`src/rtl/core/scru_pkg.sv`:
```
// Package for the stack call/return unit: operation codes, decode types and constants.
package scru_pkg;

    localparam logic [4:0] FUNC_RET_NZ  = 5'd0;
    localparam logic [4:0] FUNC_POP_BC  = 5'd1;
    localparam logic [4:0] FUNC_CALL_NZ = 5'd2;
    localparam logic [4:0] FUNC_PUSH_BC = 5'd3;
    localparam logic [4:0] FUNC_CALL_Z  = 5'd4;
    localparam logic [4:0] FUNC_RET_Z   = 5'd5;
    localparam logic [4:0] FUNC_RET     = 5'd6;
    localparam logic [4:0] FUNC_CALL    = 5'd7;
    localparam logic [4:0] FUNC_RET_NC  = 5'd8;
    localparam logic [4:0] FUNC_POP_DE  = 5'd9;
    localparam logic [4:0] FUNC_CALL_NC = 5'd10;
    localparam logic [4:0] FUNC_PUSH_DE = 5'd11;
    localparam logic [4:0] FUNC_RET_C   = 5'd12;
    localparam logic [4:0] FUNC_RETI    = 5'd13;
    localparam logic [4:0] FUNC_CALL_C  = 5'd14;
    localparam logic [4:0] FUNC_POP_HL  = 5'd15;
    localparam logic [4:0] FUNC_PUSH_HL = 5'd16;
    localparam logic [4:0] FUNC_POP_AF  = 5'd17;
    localparam logic [4:0] FUNC_PUSH_AF = 5'd18;

    localparam logic [4:0] CYC_NONE    = 5'd0;
    localparam logic [4:0] CYC_RET_CC  = 5'd8;
    localparam logic [4:0] CYC_CALL    = 5'd12;
    localparam logic [4:0] CYC_PUSH    = 5'd16;
    localparam logic [4:0] CYC_POP     = 5'd12;
    localparam logic [4:0] CYC_RETI    = 5'd8;

    localparam logic [15:0] PC_STEP_SHORT = 16'd1;
    localparam logic [15:0] PC_STEP_CALL  = 16'd3;
    localparam logic [15:0] SP_STEP       = 16'd2;

    typedef enum logic [2:0] {
        KIND_NONE,
        KIND_RET,
        KIND_CALL,
        KIND_PUSH,
        KIND_POP,
        KIND_RETI
    } kind_t;

    typedef enum logic [2:0] {
        COND_ALWAYS,
        COND_NZ,
        COND_Z,
        COND_NC,
        COND_C
    } cond_t;

    typedef struct packed {
        kind_t      kind;
        cond_t      cond;
        logic [4:0] cyc;
    } dec_t;

endpackage

```
`src/rtl/core/scru_instr_if.sv`:
```
// Instruction channel: valid/ready handshake with the instruction operands.
interface scru_instr_if;
    logic        valid;
    logic        ready;
    logic [4:0]  func;
    logic [15:0] pc_in;
    logic [15:0] sp_in;
    logic        flag_zero;
    logic        flag_carry;
    logic [15:0] push_word;
    logic [15:0] imm_target;
    logic [15:0] stack_word;

    modport source (
        output valid, func, pc_in, sp_in, flag_zero, flag_carry, push_word, imm_target,
               stack_word,
        input  ready
    );

    modport sink (
        input  valid, func, pc_in, sp_in, flag_zero, flag_carry, push_word, imm_target,
               stack_word,
        output ready
    );
endinterface

```
`src/rtl/core/scru_result_if.sv`:
```
// Result channel: valid/ready handshake with the instruction results.
interface scru_result_if;
    logic        valid;
    logic        ready;
    logic [15:0] pc_out;
    logic [15:0] sp_out;
    logic        branch_taken;
    logic        pop_enable;
    logic [15:0] pop_word;
    logic        stack_write;
    logic [15:0] write_address;
    logic [15:0] write_word;
    logic [4:0]  cycles_added;
    logic        interrupts_on;

    modport source (
        output valid, pc_out, sp_out, branch_taken, pop_enable, pop_word, stack_write,
               write_address, write_word, cycles_added, interrupts_on,
        input  ready
    );

    modport sink (
        input  valid, pc_out, sp_out, branch_taken, pop_enable, pop_word, stack_write,
               write_address, write_word, cycles_added, interrupts_on,
        output ready
    );
endinterface

```
`src/rtl/core/scru_decode.sv`:
```
// Operation decoder: maps func to instruction kind, branch condition and cycle count.
module scru_decode (
    input  logic [4:0]    func,
    output scru_pkg::dec_t dec
);

    always_comb
    begin
        dec.kind = scru_pkg::KIND_NONE;
        dec.cond = scru_pkg::COND_ALWAYS;
        dec.cyc  = scru_pkg::CYC_NONE;
        case (func)
            scru_pkg::FUNC_RET_NZ:
            begin
                dec.kind = scru_pkg::KIND_RET;
                dec.cond = scru_pkg::COND_NZ;
                dec.cyc  = scru_pkg::CYC_RET_CC;
            end
            scru_pkg::FUNC_RET_Z:
            begin
                dec.kind = scru_pkg::KIND_RET;
                dec.cond = scru_pkg::COND_Z;
                dec.cyc  = scru_pkg::CYC_RET_CC;
            end
            scru_pkg::FUNC_RET_NC:
            begin
                dec.kind = scru_pkg::KIND_RET;
                dec.cond = scru_pkg::COND_NC;
                dec.cyc  = scru_pkg::CYC_RET_CC;
            end
            scru_pkg::FUNC_RET_C:
            begin
                dec.kind = scru_pkg::KIND_RET;
                dec.cond = scru_pkg::COND_C;
                dec.cyc  = scru_pkg::CYC_RET_CC;
            end
            scru_pkg::FUNC_RET:
            begin
                dec.kind = scru_pkg::KIND_RET;
            end
            scru_pkg::FUNC_CALL_NZ:
            begin
                dec.kind = scru_pkg::KIND_CALL;
                dec.cond = scru_pkg::COND_NZ;
                dec.cyc  = scru_pkg::CYC_CALL;
            end
            scru_pkg::FUNC_CALL_Z:
            begin
                dec.kind = scru_pkg::KIND_CALL;
                dec.cond = scru_pkg::COND_Z;
                dec.cyc  = scru_pkg::CYC_CALL;
            end
            scru_pkg::FUNC_CALL_NC:
            begin
                dec.kind = scru_pkg::KIND_CALL;
                dec.cond = scru_pkg::COND_NC;
                dec.cyc  = scru_pkg::CYC_CALL;
            end
            scru_pkg::FUNC_CALL_C:
            begin
                dec.kind = scru_pkg::KIND_CALL;
                dec.cond = scru_pkg::COND_C;
                dec.cyc  = scru_pkg::CYC_CALL;
            end
            scru_pkg::FUNC_CALL:
            begin
                dec.kind = scru_pkg::KIND_CALL;
                dec.cyc  = scru_pkg::CYC_CALL;
            end
            scru_pkg::FUNC_PUSH_BC, scru_pkg::FUNC_PUSH_DE,
            scru_pkg::FUNC_PUSH_HL, scru_pkg::FUNC_PUSH_AF:
            begin
                dec.kind = scru_pkg::KIND_PUSH;
                dec.cyc  = scru_pkg::CYC_PUSH;
            end
            scru_pkg::FUNC_POP_BC, scru_pkg::FUNC_POP_DE,
            scru_pkg::FUNC_POP_HL, scru_pkg::FUNC_POP_AF:
            begin
                dec.kind = scru_pkg::KIND_POP;
                dec.cyc  = scru_pkg::CYC_POP;
            end
            scru_pkg::FUNC_RETI:
            begin
                dec.kind = scru_pkg::KIND_RETI;
                dec.cyc  = scru_pkg::CYC_RETI;
            end
            default:
            begin
                dec.kind = scru_pkg::KIND_NONE;
            end
        endcase
    end

endmodule

```
`src/rtl/core/stack_call_return_unit.sv`:
```
// Stack call/return unit: three-stage pipeline (decode, condition/address add, result select).
// An instruction passes the decode, condition/address and output registers before its result is offered.
// Throughput: one instruction per cycle; the whole pipeline holds while a result waits.
// The last stage is the output register, so a stalled result holds its transfer.
// Reset clears the stage valid bits only; the data registers are not reset.
module stack_call_return_unit (
    input  logic         clk,
    input  logic         rst_n,
    scru_instr_if.sink   instr,
    scru_result_if.source result
);

    logic advance;

    // stage 1: decode
    logic            v1_reg;
    scru_pkg::dec_t  dec;
    scru_pkg::dec_t  dec1_reg;
    logic [15:0]     pc1_reg, sp1_reg, push1_reg, imm1_reg, stk1_reg;
    logic            z1_reg, c1_reg;

    // stage 2: condition and address arithmetic
    logic            v2_reg;
    logic            cond_ok;
    scru_pkg::kind_t kind2_reg;
    logic            ok2_reg;
    logic [4:0]      cyc2_reg;
    logic [15:0]     pc_short2_reg, pc_call2_reg, sp_up2_reg, sp_dn2_reg;
    logic [15:0]     push2_reg, imm2_reg, stk2_reg;

    // stage 3: output register
    logic            v3_reg;
    logic [15:0]     pc_out_reg, sp_out_reg, pop_word_reg, waddr_reg, wword_reg;
    logic            taken_reg, pen_reg, wen_reg, ime_reg;
    logic [4:0]      cyc3_reg;
    logic [15:0]     pc_out_next, sp_out_next, pop_word_next, waddr_next, wword_next;
    logic            taken_next, pen_next, wen_next, ime_next;

    assign advance     = !v3_reg || result.ready;
    assign instr.ready = advance;

    scru_decode u_decode (
        .func (instr.func),
        .dec  (dec)
    );

    always_ff @(posedge clk or negedge rst_n)
    begin
        if (!rst_n)
        begin
            v1_reg <= 1'b0;
            v2_reg <= 1'b0;
            v3_reg <= 1'b0;
        end
        else if (advance)
        begin
            v1_reg <= instr.valid;
            v2_reg <= v1_reg;
            v3_reg <= v2_reg;
        end
    end

    always_ff @(posedge clk)
    begin
        if (advance)
        begin
            dec1_reg  <= dec;
            pc1_reg   <= instr.pc_in;
            sp1_reg   <= instr.sp_in;
            z1_reg    <= instr.flag_zero;
            c1_reg    <= instr.flag_carry;
            push1_reg <= instr.push_word;
            imm1_reg  <= instr.imm_target;
            stk1_reg  <= instr.stack_word;
        end
    end

    always_comb
    begin
        case (dec1_reg.cond)
            scru_pkg::COND_ALWAYS: cond_ok = 1'b1;
            scru_pkg::COND_NZ:     cond_ok = !z1_reg;
            scru_pkg::COND_Z:      cond_ok = z1_reg;
            scru_pkg::COND_NC:     cond_ok = !c1_reg;
            scru_pkg::COND_C:      cond_ok = c1_reg;
            default:               cond_ok = 1'b1;
        endcase
    end

    always_ff @(posedge clk)
    begin
        if (advance)
        begin
            kind2_reg     <= dec1_reg.kind;
            ok2_reg       <= cond_ok;
            cyc2_reg      <= dec1_reg.cyc;
            pc_short2_reg <= pc1_reg + scru_pkg::PC_STEP_SHORT;
            pc_call2_reg  <= pc1_reg + scru_pkg::PC_STEP_CALL;
            sp_up2_reg    <= sp1_reg + scru_pkg::SP_STEP;
            sp_dn2_reg    <= sp1_reg - scru_pkg::SP_STEP;
            push2_reg     <= push1_reg;
            imm2_reg      <= imm1_reg;
            stk2_reg      <= stk1_reg;
        end
    end

    always_comb
    begin
        pc_out_next   = pc_short2_reg;
        sp_out_next   = sp_up2_reg - scru_pkg::SP_STEP;
        taken_next    = 1'b0;
        pen_next      = 1'b0;
        pop_word_next = '0;
        wen_next      = 1'b0;
        waddr_next    = '0;
        wword_next    = '0;
        ime_next      = 1'b0;
        case (kind2_reg)
            scru_pkg::KIND_RET:
            begin
                if (ok2_reg)
                begin
                    pc_out_next = stk2_reg;
                    sp_out_next = sp_up2_reg;
                    taken_next  = 1'b1;
                end
            end
            scru_pkg::KIND_CALL:
            begin
                if (ok2_reg)
                begin
                    pc_out_next = imm2_reg;
                    sp_out_next = sp_dn2_reg;
                    taken_next  = 1'b1;
                    wen_next    = 1'b1;
                    waddr_next  = sp_dn2_reg;
                    wword_next  = pc_call2_reg;
                end
                else
                begin
                    pc_out_next = pc_call2_reg;
                end
            end
            scru_pkg::KIND_PUSH:
            begin
                sp_out_next = sp_dn2_reg;
                wen_next    = 1'b1;
                waddr_next  = sp_dn2_reg;
                wword_next  = push2_reg;
            end
            scru_pkg::KIND_POP:
            begin
                sp_out_next   = sp_up2_reg;
                pen_next      = 1'b1;
                pop_word_next = stk2_reg;
            end
            scru_pkg::KIND_RETI:
            begin
                pc_out_next = stk2_reg;
                sp_out_next = sp_up2_reg;
                taken_next  = 1'b1;
                ime_next    = 1'b1;
            end
            default:
            begin
                pc_out_next = pc_short2_reg;
            end
        endcase
    end

    always_ff @(posedge clk)
    begin
        if (advance)
        begin
            pc_out_reg   <= pc_out_next;
            sp_out_reg   <= sp_out_next;
            taken_reg    <= taken_next;
            pen_reg      <= pen_next;
            pop_word_reg <= pop_word_next;
            wen_reg      <= wen_next;
            waddr_reg    <= waddr_next;
            wword_reg    <= wword_next;
            cyc3_reg     <= cyc2_reg;
            ime_reg      <= ime_next;
        end
    end

    assign result.valid         = v3_reg;
    assign result.pc_out        = pc_out_reg;
    assign result.sp_out        = sp_out_reg;
    assign result.branch_taken  = taken_reg;
    assign result.pop_enable    = pen_reg;
    assign result.pop_word      = pop_word_reg;
    assign result.stack_write   = wen_reg;
    assign result.write_address = waddr_reg;
    assign result.write_word    = wword_reg;
    assign result.cycles_added  = cyc3_reg;
    assign result.interrupts_on = ime_reg;

    a_stage_moves: assert property (@(posedge clk) disable iff (!rst_n)
        (v2_reg && advance) |=> v3_reg)
        else $error("stage 2 item lost on advance");

    a_write_pop_excl: assert property (@(posedge clk) disable iff (!rst_n)
        v3_reg |-> !(wen_reg && pen_reg))
        else $error("stack write and pop in one result");

    a_write_at_sp: assert property (@(posedge clk) disable iff (!rst_n)
        (v3_reg && wen_reg) |-> (waddr_reg == sp_out_reg))
        else $error("stack write address differs from new SP");

    a_ime_taken: assert property (@(posedge clk) disable iff (!rst_n)
        (v3_reg && ime_reg) |-> taken_reg)
        else $error("interrupt enable without return");

endmodule
```
`src/flat_wrapper.sv`:
```
// flat-port wrapper written by rule: the top's interface ports become plain ports
module stack_call_return_unit_flat 
  (clk, rst_n, instr_valid, instr_func, instr_pc_in, instr_sp_in, instr_flag_zero, instr_flag_carry, instr_push_word, instr_imm_target, instr_stack_word, instr_ready, result_valid, result_pc_out, result_sp_out, result_branch_taken, result_pop_enable, result_pop_word, result_stack_write, result_write_address, result_write_word, result_cycles_added, result_interrupts_on, result_ready);
  scru_instr_if instr_i ();
  scru_result_if result_i ();
  input  logic clk;
  input  logic rst_n;
  input wire logic [$bits(instr_i.valid)-1:0] instr_valid;
  input wire logic [$bits(instr_i.func)-1:0] instr_func;
  input wire logic [$bits(instr_i.pc_in)-1:0] instr_pc_in;
  input wire logic [$bits(instr_i.sp_in)-1:0] instr_sp_in;
  input wire logic [$bits(instr_i.flag_zero)-1:0] instr_flag_zero;
  input wire logic [$bits(instr_i.flag_carry)-1:0] instr_flag_carry;
  input wire logic [$bits(instr_i.push_word)-1:0] instr_push_word;
  input wire logic [$bits(instr_i.imm_target)-1:0] instr_imm_target;
  input wire logic [$bits(instr_i.stack_word)-1:0] instr_stack_word;
  output wire logic [$bits(instr_i.ready)-1:0] instr_ready;
  output wire logic [$bits(result_i.valid)-1:0] result_valid;
  output wire logic [$bits(result_i.pc_out)-1:0] result_pc_out;
  output wire logic [$bits(result_i.sp_out)-1:0] result_sp_out;
  output wire logic [$bits(result_i.branch_taken)-1:0] result_branch_taken;
  output wire logic [$bits(result_i.pop_enable)-1:0] result_pop_enable;
  output wire logic [$bits(result_i.pop_word)-1:0] result_pop_word;
  output wire logic [$bits(result_i.stack_write)-1:0] result_stack_write;
  output wire logic [$bits(result_i.write_address)-1:0] result_write_address;
  output wire logic [$bits(result_i.write_word)-1:0] result_write_word;
  output wire logic [$bits(result_i.cycles_added)-1:0] result_cycles_added;
  output wire logic [$bits(result_i.interrupts_on)-1:0] result_interrupts_on;
  input wire logic [$bits(result_i.ready)-1:0] result_ready;
  assign instr_i.valid = instr_valid;
  assign instr_i.func = instr_func;
  assign instr_i.pc_in = instr_pc_in;
  assign instr_i.sp_in = instr_sp_in;
  assign instr_i.flag_zero = instr_flag_zero;
  assign instr_i.flag_carry = instr_flag_carry;
  assign instr_i.push_word = instr_push_word;
  assign instr_i.imm_target = instr_imm_target;
  assign instr_i.stack_word = instr_stack_word;
  assign instr_ready = instr_i.ready;
  assign result_valid = result_i.valid;
  assign result_pc_out = result_i.pc_out;
  assign result_sp_out = result_i.sp_out;
  assign result_branch_taken = result_i.branch_taken;
  assign result_pop_enable = result_i.pop_enable;
  assign result_pop_word = result_i.pop_word;
  assign result_stack_write = result_i.stack_write;
  assign result_write_address = result_i.write_address;
  assign result_write_word = result_i.write_word;
  assign result_cycles_added = result_i.cycles_added;
  assign result_interrupts_on = result_i.interrupts_on;
  assign result_i.ready = result_ready;
  stack_call_return_unit u_core (.clk(clk), .rst_n(rst_n), .instr(instr_i), .result(result_i));
endmodule
```
`config.mk`:
```
export PLATFORM = sky130hd
export DESIGN_NAME = stack_call_return_unit_flat
export DESIGN_NICKNAME = d
export VERILOG_FILES = /design/src/rtl/core/scru_pkg.sv /design/src/rtl/core/scru_instr_if.sv /design/src/rtl/core/scru_result_if.sv /design/src/rtl/core/scru_decode.sv /design/src/rtl/core/stack_call_return_unit.sv /design/src/flat_wrapper.sv
export SDC_FILE = /design/constraint.sdc
export NUM_CORES = 1
export LEC_CHECK = 0
export BUFFER_PORTS_ARGS = -buffer_cell sky130_fd_sc_hd__buf_2
export CAP_MARGIN = 20
export CELL_PAD_IN_SITES_DETAIL_PLACEMENT = 0
export CELL_PAD_IN_SITES_GLOBAL_PLACEMENT = 1
export CORE_MARGIN = 2
export CORE_UTILIZATION = 46
export CTS_CLUSTER_SIZE = 16
export DETAILED_ROUTE_END_ITERATION = 12
export GPL_TIMING_DRIVEN = 0
export PLACE_DENSITY_LB_ADDON = 0.1
export SLEW_MARGIN = 5
export SYNTH_ARGS = -nofsm -noshare
export SYNTH_HDL_FRONTEND = slang
export SYNTH_SLANG_ARGS = --single-unit
```
`constraint.sdc`:
```
create_clock -name clk -period 16.4 [get_ports clk]
set_clock_uncertainty 0.2 [all_clocks]
set_input_delay 0.82 -clock clk [delete_from_list [all_inputs] [get_ports clk]]
set_output_delay 0.82 -clock clk [all_outputs]
set_load 0.03 [all_outputs]
```
## Word level (Yosys, flattened, before mapping)

Index checks and enable logic that the tools add are counted.

- Bits in latches: 0
- Bits in registers: 306
- Output and inout port bits: 91
- Memory bits (writable): 0
- Memories: 0
- Bits of input ports: 91
- Memory bits (read-only): 0
- Word-level logic and storage cells: 101

- Shifts and indexed selects: 0
- Magnitude comparators: 0
- Multiply operators: 0
- Reduce and logical (&&, ||, !) cells: 17
- Divide/modulo/power cells: 0
- Add/sub/neg operators: 5
- Bitwise logic cells: 0
- Multiplexer cells: 19
- Eq/ne operators: 27

Operators with widths:

| operator | number |
|---|---|
| 16-bit 2-to-1 mux | 6 |
| 16-bit one-hot mux with 2 select lines | 2 |
| 16-bit one-hot mux with 4 select lines | 1 |
| 16-bit one-hot mux with 3 select lines | 1 |
| 5-bit by 4-bit == test with 1-bit output (second input constant) | 8 |
| 16-bit by 2-bit adder with 16-bit output (second input constant) | 2 |
| 16-bit by 2-bit subtractor with 16-bit output (second input constant) | 2 |
| 5-bit by 3-bit == test with 1-bit output (second input constant) | 4 |
| 16-bit by 1-bit adder with 16-bit output (second input constant) | 1 |
| 5-bit == test (second input constant) | 3 |
| 3-bit one-hot mux with 5 select lines | 1 |
| 5-bit one-hot mux with 3 select lines | 1 |
| 5-bit OR reduction | 3 |
| 3-bit by 2-bit == test with 1-bit output (second input constant) | 4 |
| 3-bit one-hot mux with 4 select lines | 1 |
| 2-bit OR reduction | 6 |
| 5-bit by 2-bit == test with 1-bit output (second input constant) | 2 |
| 3-bit == test (second input constant) | 3 |
| 9-bit OR reduction | 1 |
| 4-bit OR reduction | 2 |
| 3-bit by 1-bit == test with 1-bit output (second input constant) | 2 |
| 5-bit by 1-bit == test with 1-bit output (second input constant) | 1 |
| 5-bit zero test | 1 |
| 1-bit one-hot mux with 2 select lines | 2 |
| other kinds (4) | 8 |

## Logic depth before layout (Yosys ltp)

- Depth after elaboration: 3
- Depth in mapped cells: 6
- Depth with buffers taken out: 6

## Modules after synthesis

From an unflattened synthesis, not the netlist that was laid out.

- Cell total of the unflattened synthesis: 735
- Area total of the unflattened synthesis: 11,826.3 um^2

By module, submodules not included:

| module | instances | sequential area each (um^2) | area each (um^2) | cells an instance |
|---|---|---|---|---|
| stack_call_return_unit | 1 | 9,083.7 | 11,538.6 | 688 |
| scru_decode | 1 | 0.0 | 287.8 | 47 |

## Worst setup path before layout

No wires, ideal clock.

- Path type: input to register
- From: in result_ready
- To: reg u_core.v1_reg
- Setup time: 104 ps
- Arrival: 9,197 ps
- Buffers on the path: 0
- Slack: 6,899 ps
- Cell stages on the path: 2
- Required time: 16,096 ps
- Cells stage by stage: nand2b_1 -> mux2_2

- Cells in the longest elaborated chain, start to end: 1

RTL lines:

| element | line | source |
|---|---|---|
| from (decl) | flat_wrapper.sv:29 | `input wire logic [$bits(result_i.ready)-1:0] result_ready;` |
| 1-bit logical OR | stack_call_return_unit.sv:39 | `assign advance = !v3_reg \|\| result.ready;` |
| to (signal assigned) | stack_call_return_unit.sv:57 | `v1_reg <= instr.valid;` |
| to (decl) | stack_call_return_unit.sv:16 | `logic v1_reg;` |

Every way passes these cells.
A chain may end at the register's enable or synchronous reset.

## Worst setup path in the final report

- From: reg u_core.v3_reg (netlist: u_core.result.valid)
- To: out instr_ready

- Cells in the longest elaborated chain, start to end: 2

RTL lines:

| element | line | source |
|---|---|---|
| from (decl) | stack_call_return_unit.sv:32 | `logic v3_reg;` |
| from (signal assigned) | stack_call_return_unit.sv:59 | `v3_reg <= v2_reg;` |
| 1-bit zero test | stack_call_return_unit.sv:39 |  |
| 1-bit logical OR | stack_call_return_unit.sv:39 |  |
| to (decl) | flat_wrapper.sv:17 | `output wire logic [$bits(instr_i.ready)-1:0] instr_ready;` |

Every way passes these cells.

==> metrics.md <==
| Metric | Value |
|---|---|
| Critical-path top delay cell | `sky130_fd_sc_hd__nand2b_4` |
| Detail Route Antenna Nets | `0` |
| Total global routing track utilization | `16.68%` |
| Top cell family by delay on the critical path | `buffers and inverters` |
| Final standard cell area without fillers | `0.01403 mm2` |
| Final weighted congestion in routability-driven placement | `0.8469` |
| Crit Path Max Fanout | `73` |
| Number of antenna violations at the first check in global routing | `0` |
| Site row count | `58` |
| Unrepaired setup endpoints after global routing | `no` |
| Worst hold stages | `0` |
| Via count of the first global-routing pass | `6344` |
| Min-Delay Endpoint | `u_core.imm2_reg[5]` |
| Max H-tree Level | `1` |
| Root cell of the clock tree | `sky130_fd_sc_hd__clkbuf_16` |
| Worst hold path class | `reg -> reg` |
| Placed Instances | `1215` |
| Count of TritonRoute iterations in the first routing pass | `4` |
| Clock Sink Count | `297` |
| Post-Synthesis Mean Instance Area | `16.44 um2` |
| Power Internal | `0.001624 W` |
| Pin count of the biggest net entering global routing | `76` |
| Fraction of power consumed by combinational cells | `20.1%` |
| Dominant cells by area after synthesis | `sky130_fd_sc_hd__edfxtp_1 76%, sky130_fd_sc_hd__xnor2_1 2.2%, sky130_fd_sc_hd__xor2_1 2.1%` |
| R2r worst-path depth | `6` |
| Endpoint of the worst-slack reg-to-reg timing path | `u_core.result.pc_out[12]` |
| Portion of the post-synthesis area used by sequential elements | `76.91%` |
| Synth Register Bits | `297` |
| Sequential fraction of design power | `48.9%` |
| First-pass GRT wire length | `34040 um` |
| Setup-failing EPs final | `0` |
| Initial cell density of the core | `46.37%` |
| Post-DR vias/cell | `5.053` |
| Achievable Freq | `0.2913 GHz` |
| Die Span X | `162.6 um` |
| Number of I/O port buffers | `175` |
| Final Instance Count excl. Fillers | `1271` |
| Syn Inst Count | `704` |
| I/O pins | `182` |
| Via count | `6422` |
| Source of the worst hold timing path | `u_core.imm1_reg[5]` |
| Remaining routing DRC violations | `0` |
| Setup TNS | `0 ns` |
| Critical Path Source Type | `register` |
| Critical path start-end classification | `reg -> out` |
| First-iteration detailed-routing DRC count | `546` |
| Run status | `finished, final reports clean` |
| Final worst-path cycle share | `20.93%` |
| Area share of the largest cell type after synthesis | `76.26%` |
| Post-detail-place hpwl | `15370 um` |
| Critical Path, Cell by Cell | `nand2b_4 -> buf_12 -> buf_16 -> buf_2` |
| Share of layout cells above drive strength 1 | `26.04%` |
| Height of the die | `162.6 um` |
| Clk Latency, worst-skew pair | `0.54 ns` |
| Critical path buffers and inverters | `3` |
| Net total in the final layout | `1016` |
| Largest area contributor in the synthesized netlist | `sky130_fd_sc_hd__edfxtp_1` |
| Number of flops mapped to enable cells by yosys | `294` |
| Clock power share | `31.0%` |
| CP Data Arrival Time | `2.41 ns` |
| Post-cts resize count | `0` |
| Endpoint kind of the worst setup timing path | `primary output` |
| Longest individual stage delay on the worst path | `0.48 ns` |
| Number of warning messages in the yosys log | `0` |
| CTS tree | `done` |
| Worst-case clock buffer depth | `3` |
| Fraction of registers with async set or reset after synthesis | `1.010%` |
| Area enclosed by the die boundary | `0.02645 mm2` |
| Leakage power figure | `5.449 nW` |
| Minimum clock period | `3.432 ns` |
| WP data required | `15.38 ns` |
| Average wire per cell in the routed design | `17.59 um` |
| # Max-Cap Violations | `0` |
| Flop-to-flop setup slack | `13.40 ns` |
| Switching part of the total | `28.75%` |
| Largest voltage drop on the vdd net | `90.21 uV` |
| Congestion Overflow GR | `0` |
| Number of buffers added by the clock tree synthesis step | `30` |
| Sw Pwr | `0.0006552 W` |
| Core area | `0.02496 mm2` |
| Wire length reported by the detailed router | `22360 um` |
| Power density over the cells | `162.4 mW/mm2` |
| Number of diodes | `0` |
| Max-slew violation count | `0` |
| Hold violation count in the final report | `0` |
| Cell area after placement | `0.01298 mm2` |
| Clock Pin Slew Worst Setup and Hold Paths | `0.06 ns` |
| Cell area after technology mapping | `0.01158 mm2` |
| Startpoint of the most critical register-to-register path | `u_core.ok2_reg` |
| Worst Tran Pin Value | `0.9465 ns` |
| Netlist cell types | `56` |
| Relative slew slack | `36.90%` |
| Leading register cell type out of synthesis | `sky130_fd_sc_hd__edfxtp_1` |
| Layout overhead on the synthesized area | `21.22%` |
## power by group through the flow
| stage | registers, W | logic [W] | clock network (W) |
|---|---|---|---|
| after floorplan | 0.00129 | 0.000179 | 0 |
| after global placement | 0.00118 | 0.000443 | 0 |
| after detailed placement | 0.00113 | 0.000461 | 0 |
| after CTS | 0.00112 | 0.000463 | 0.000726 |
| after global routing | 0.00113 | 0.000492 | 0.000753 |
| final | 0.00111 | 0.000457 | 0.000708 |
## synth_stat cells, types with 2 or more instances
cell                        instances
sky130_fd_sc_hd__clkbuf_1          24
sky130_fd_sc_hd__nor2b_1            3
sky130_fd_sc_hd__or2_2              5
sky130_fd_sc_hd__edfxtp_1         294
sky130_fd_sc_hd__nand3_1           10
sky130_fd_sc_hd__o21ai_0           14
sky130_fd_sc_hd__nor3_1            11
sky130_fd_sc_hd__mux2_2             2
sky130_fd_sc_hd__and2_1            33
sky130_fd_sc_hd__a22o_1            17
sky130_fd_sc_hd__xnor2_1           29
sky130_fd_sc_hd__buf_2              4
sky130_fd_sc_hd__buf_1              2
sky130_fd_sc_hd__or3_1              4
sky130_fd_sc_hd__or4_1              4
sky130_fd_sc_hd__and4_1             2
sky130_fd_sc_hd__a21oi_1            7
sky130_fd_sc_hd__a211o_1            7
sky130_fd_sc_hd__nand2_1           22
sky130_fd_sc_hd__or4b_1             3
sky130_fd_sc_hd__nor4_1             8
sky130_fd_sc_hd__a22oi_1            3
sky130_fd_sc_hd__dfrtp_1            3
sky130_fd_sc_hd__xor2_1            28
sky130_fd_sc_hd__inv_1             16
sky130_fd_sc_hd__nand4_1            7
sky130_fd_sc_hd__nand2b_1           6
sky130_fd_sc_hd__nand3b_1           2
sky130_fd_sc_hd__a221o_1           17
sky130_fd_sc_hd__nor2_1            54
sky130_fd_sc_hd__mux2i_1           18
sky130_fd_sc_hd__a211oi_1           3
sky130_fd_sc_hd__or3b_2             2
sky130_fd_sc_hd__buf_4              2
sky130_fd_sc_hd__nor3b_1            3
sky130_fd_sc_hd__ha_1               7
sky130_fd_sc_hd__o2111ai_1          2
sky130_fd_sc_hd__a31oi_1            3
sky130_fd_sc_hd__and3_1             6
## stage by stage
| stage | setup WS (ns) | total power, W | util, % | hold WS, ns |
|---|---|---|---|---|
| 2_1_floorplan | 6.899 | 0.001470 | - | 0.2003 |
| 3_3_place_gp | 4.024 | 0.001628 | 51.55 | 0.2006 |
| 3_5_place_dp | 12.97 | 0.001591 | 52.01 | 0.2045 |
| 4_1_cts | 12.92 | 0.002305 | 56.21 | 0.2170 |
| 5_1_grt | 12.83 | 0.002377 | 56.21 | 0.2222 |
| 6_report | 12.97 | 0.002279 | 56.21 | 0.2138 |
## area by class of cell
class,instances,area [um2]
buffer,32,132.6
sequential,297,8904
fill,2013,10930
tap,330,412.9
clock inverter,20,247.7
timing repair buffer,181,993.5
clock buffer,35,790.8
multi-input combinational,360,2491
inverter,16,60.06
## timing repair
| item | CTS | global route |
|---|---|---|
| buffers inserted | 0 | 0 |
| endpoints found under the hold margin | 3 | 0 |
| hold buffers | 1 | 0 |
## layout by cell type (no fill, tap or decap), drive strengths merged, types with 6 or more instances in the layout
cell type	Yosys	final
a211o	7	7
a21oi	7	7
a221o	17	17
a22o	17	17
and2	33	33
and3	6	6
buf	8	188
bufinv	0	6
clkbuf	24	59
clkinv	0	12
edfxtp	294	294
ha	7	7
inv	16	16
mux2i	18	18
nand2	22	22
nand2b	6	6
nand3	10	10
nand4	7	7
nor2	54	54
nor3	11	11
nor4	9	9
o21ai	15	15
xnor2	29	29
xor2	28	28
## worst max-delay path by stage
stage	startpoint	endpoint	slack, ns	cells past startpoint
after CTS	u_core.result.valid	instr_ready	12.92	4
final	u_core.result.valid	instr_ready	12.97	4
after detailed placement	result_ready	instr_ready	12.97	5
after global routing	u_core.result.valid	instr_ready	12.83	4
after floorplan	result_ready	u_core.v1_reg	6.90	2
after global placement	result_ready	instr_ready	4.02	3
## metal layers
layer,routed length (um),global-route usage [%],vias up
met5,0,0,-
met4,435,4.706,0
met3,1136,2.699,33
met2,10790,27.60,194
met1,10000,23.12,3088
li1,-,-,3107
## logic make-up after synthesis
kind of cell / share of synthesized area [%]
DFF: 76.91
AOI/OAI and AO/OA: 5.675
adders and majority gates: 0.7566
muxes: 1.751
xor gates and xnor gates: 4.313
other: 0.03239
buffers and inverters: 1.665
and+or+nand+nor: 8.895
Note: power is estimated with default switching activity, not from simulation.
